### config.mk
export PLATFORM = sky130hd
export DESIGN_NAME = swmf_ram
export DESIGN_NICKNAME = d
export VERILOG_FILES = /design/src/swmf_ram.sv
export SDC_FILE = /design/constraint.sdc
export NUM_CORES = 2
export LEC_CHECK = 0
export BUFFER_PORTS_ARGS = -buffer_cell sky130_fd_sc_hd__buf_2
export CORE_ASPECT_RATIO = 0.9
export CORE_UTILIZATION = 45
export CTS_CLUSTER_SIZE = 12
export DETAILED_ROUTE_END_ITERATION = 16
export PLACE_DENSITY = 0.72
export SYNTH_ARGS = -nofsm -noshare
export SYNTH_HDL_FRONTEND = slang
export SYNTH_SLANG_ARGS = --single-unit
### constraint.sdc
create_clock -name clk -period 3.4 [get_ports clk]
set_clock_uncertainty 0.2 [all_clocks]
set_input_delay 0.51 -clock clk [delete_from_list [all_inputs] [get_ports clk]]
set_output_delay 0.51 -clock clk [all_outputs]
set_load 0.01 [all_outputs]
### src/swmf_ram.sv
module swmf_ram #(
	parameter int WIDTH = 8,
	parameter int DEPTH = 256
) (
	input  logic                     clk,
	input  logic                     we,
	input  logic [$clog2(DEPTH)-1:0] waddr,
	input  logic [WIDTH-1:0]         wdata,
	input  logic [$clog2(DEPTH)-1:0] raddr,
	output logic [WIDTH-1:0]         rdata
);
	logic [WIDTH-1:0] mem_q [DEPTH];

	// One write port, one registered read port
	always_ff @(posedge clk) begin
		if (we) begin
			mem_q[waddr] <= wdata;
		end
		rdata <= mem_q[raddr];
	end
endmodule

## Word-level counts from Yosys, hierarchy flattened

Memories as Yosys holds them, arrays and structs flattened. A register that Yosys moved wholly into a read port is not among the register bits.
Cells that the tools add are included.

- Logic and storage cells: 3
- Memory bits (writable): 2,048
- Bits of input ports: 26
- Register bits: 0
- Memories kept: 1
- Output and inout port bits: 8

Memories:

| memory | depth | bits a word | rd ports | clocked after memory_dff | wr ports | RTL line | source |
|---|---|---|---|---|---|---|---|
| mem_q | 256 | 8 | 1 | 1 | 1 | 12 | `logic [WIDTH-1:0] mem_q [DEPTH];` |

- Multiplexer cells: 2

Operator list:

| operator | count |
|---|---|
| 1-bit two-way mux | 2 |

## Logic depth before layout (Yosys ltp)

- Word-level depth: 2
- Mapped depth: 11

## Worst setup path before layout

No wires, ideal clock.

- Path type: input port to flip-flop
- From: in raddr[0]
- To: reg rdata[2], read port of mem_q
- Library setup time: 0.131 ns
- Arrival: 2.317 ns
- Required time: 3.069 ns
- Stages on the path: 9
- Setup slack: 0.752 ns
- Path buffers: 4
- Path through: buf_6 > buf_12 > buf_8 > buf_2 > mux4_2 > a22oi_1 > a21oi_1 > nor4_1 > nor4_2

RTL lines:

| element | RTL line | source |
|---|---|---|
| start, declared | 9 | `input logic [$clog2(DEPTH)-1:0] raddr,` |
| end, declared | 10 | `output logic [WIDTH-1:0] rdata` |

==> reports/results.tsv <==
metric	value	unit
place.gp.congestion	0.893	
p_comb_frac	0.056	
power_frac_seq	0.554	
worst-path-max-fanout	1	
post_cts_buffers	0	
ys_warn_count	0	
drt-wirelength-per-cell	29.4	um
syn_inst	3733	
max-slew-margin-rel	0.246	
die-area	0.178	mm^2
cts_buffer_depth	3	
slew_violations	0	
pwr-share-clk	0.390	
antenna_found_initial	6	
dp_hpwl	129000	um
worst_hold_slack	0.0607	ns
setup_violations	0	
drc	0	
worst_pin_slew	1.13	ns
p_int	39700	uW
start_util	0.453	
detailed_place.area	0.0866	mm^2
swShare	0.215	
portBuffers	33	
fmax	324	MHz
ys_ff_latch	2056	
dr_total_vias	41395	
yosysTopAreaCell	edfxtp_1	
seq_area_frac_synth	0.775	
synth.most_common_cell	edfxtp_1	
htreeDepth	4	
setup_tns	0	ns
powerDensity	549	mW/mm^2
fillers	13339	
detail-route-antenna-nets	0	
cap_violations	0	
hold_class	in -> reg	
multiInputGateArea	0.0165	mm^2
ir_drop	0.000433	V
grtUsageTotal	0.223	
period_share	0.907	
grt_max_degree	105	
r2r_cells	7	
pin_count	34	
power	50600	uW
viasPerCell	6.10	
final.min_clock_period	3.08	ns
critical_path_class	reg -> reg	
cts_tree	done	
layoutNonFillerInstCount	6784	
dp_cells	6496	
arrival	3.60	ns
clkLatencyLatePin	0.84	ns
grt_pass1_wl	289000	um
final_net_count	4352	
design_area	0.0922	mm^2
cts.sink_count	2056	
cts.clk_slew.worst_paths	0.06	ns
p_switching	10900	uW
yosysUniqueCellTypes	55	
synth-main-ff-cell	edfxtp_1	
outcome	completed	
avgSynthCellArea	21.3	um^2
cts_buffers	196	
synth_top_area_frac	0.773	
ys_async_sr_fraction	0	
cts_root_buffer	clkbuf_16	
die_width	445	um
hold_buffers	0	
grt_pass1_vias	41101	
placementRows	146	
layout-drive-gt1-share	0.299	
synth_edf_count	2048	
drt_iter0_drc	5805	
grt_overflow	0	
syn-num-nets	3759	
syn_to_final_growth	15.9	%
hold_violations	0	
hold_depth	1	
endpoint_kind	flop	
ctsResizeCount	0	
p_leak	0.0294	uW
regArea	0.0617	mm^2
firstDrtPassIters	5	
rsz0062_at_grt	false	
start_kind	flop	
required	3.92	ns
drt_wl_total	199000	um
synth_area_leaders	edfxtp_1 (77%), mux4_2 (13%), mux2i_1 (1.7%), nor2_1 (1.3%), a22oi_1 (1.3%)	
syn-cell-area	0.0796	mm^2
design.core.area	0.176	mm^2
synthTopCellsByCount	edfxtp_1 (2048), mux4_2 (454), nor2_1 (282)	
fp.dieH	401	um
## final timing paths
kind | to | start | slack [ns]
worst max register to register | rdata[3]$_DFF_P_ | mem_q[208][3]$_DFFE_PP_ | 0.32
worst min-delay path | mem_q[111][7]$_DFFE_PP_ | wdata[7] | 0.06
worst max-delay path | rdata[3]$_DFF_P_ | mem_q[208][3]$_DFFE_PP_ | 0.32
worst min register to register | rdata[2]$_DFF_P_ | mem_q[61][2]$_DFFE_PP_ | 0.87
## through the flow
stage,utilization,setup WS (ns)
2_1_floorplan,-,0.752
3_3_place_gp,0.493,-0.272
3_5_place_dp,0.493,-0.347
4_1_cts,0.524,0.431
5_1_grt,0.525,0.229
6_report,0.525,0.317
## cell type report
cell class | instances | share of cell area
Multi-Input combinational cell | 1442 | 0.179
Timing Repair Buffer | 628 | 0.0594
Clock buffer | 251 | 0.0556
Tap cell | 2368 | 0.0321
Antenna cell | 4 | 0.000109
Clock inverter | 33 | 0.00508
Inverter | 2 | 0.0000814
Sequential cell | 2056 | 0.669
## sequential cells by signal, indices dropped and copies added, names as in the netlist
register and cells:
rdata 8, mem_q 2048
## power by group through the flow
stage	sequential, uW	clock [uW]	combinational [uW]
floorplan	28500	0	1360
global placement	28500	0	2750
detailed placement	28500	0	2800
CTS	28000	20000	2810
global route	28000	20900	2950
finish	28000	19700	2820
## critical path: stages, from the launching register on
cell and delay, ns:
edfxtp_1 0.40, mux4_2 0.48, a22o_1 0.24, a221oi_1 0.88
o32ai_1 0.32, nor3_1 0.24, buf_4 0.18, nor4_1 0.05
## per-layer routing
metal | part of all wire | vias to the layer above | wire length [um] | GRT usage
met4 | 0.028 | 2 | 5640 | 0.0652
met1 | 0.39 | 21719 | 78300 | 0.324
met3 | 0.11 | 329 | 22400 | 0.0499
met5 | 0.000065 | - | 13 | 0
met2 | 0.47 | 2517 | 92900 | 0.341
li1 | - | 16828 | - | -
## layout by cell type (no fill, tap or decap), drive strengths merged, types with 6 or more instances in the layout
cell | netlist | layout
o221ai | 47 | 47
nor2b | 31 | 31
edfxtp | 2048 | 2048
nand2b | 8 | 8
nand3 | 34 | 34
and2 | 6 | 6
a21oi | 96 | 96
clkinv | 1 | 26
o211ai | 10 | 10
a211oi | 16 | 16
dfxtp | 8 | 8
o21ai | 12 | 12
mux4 | 456 | 456
inv | 1 | 7
clkbuf | 111 | 259
nor4 | 27 | 27
a221oi | 14 | 14
nand2 | 33 | 33
nor2 | 282 | 282
nand4 | 10 | 10
o22ai | 28 | 28
nor3 | 22 | 22
a22o | 8 | 8
a22oi | 133 | 133
mux2i | 134 | 134
buf | 122 | 620
## logic make-up (layout without fill, tap and decap cells)
| family | count (synthesis) | after routing | share of synthesized area |
|---|---|---|---|
| buf+inv | 235 | 914 | 0.0183 |
| other cells | 0 | 4 | 0 |
| flops | 2056 | 2056 | 0.775 |
| compound gates | 385 | 385 | 0.0342 |
| mux | 591 | 591 | 0.146 |
| simple gates | 466 | 466 | 0.0263 |
Note: power is estimated with default switching activity, not from simulation.
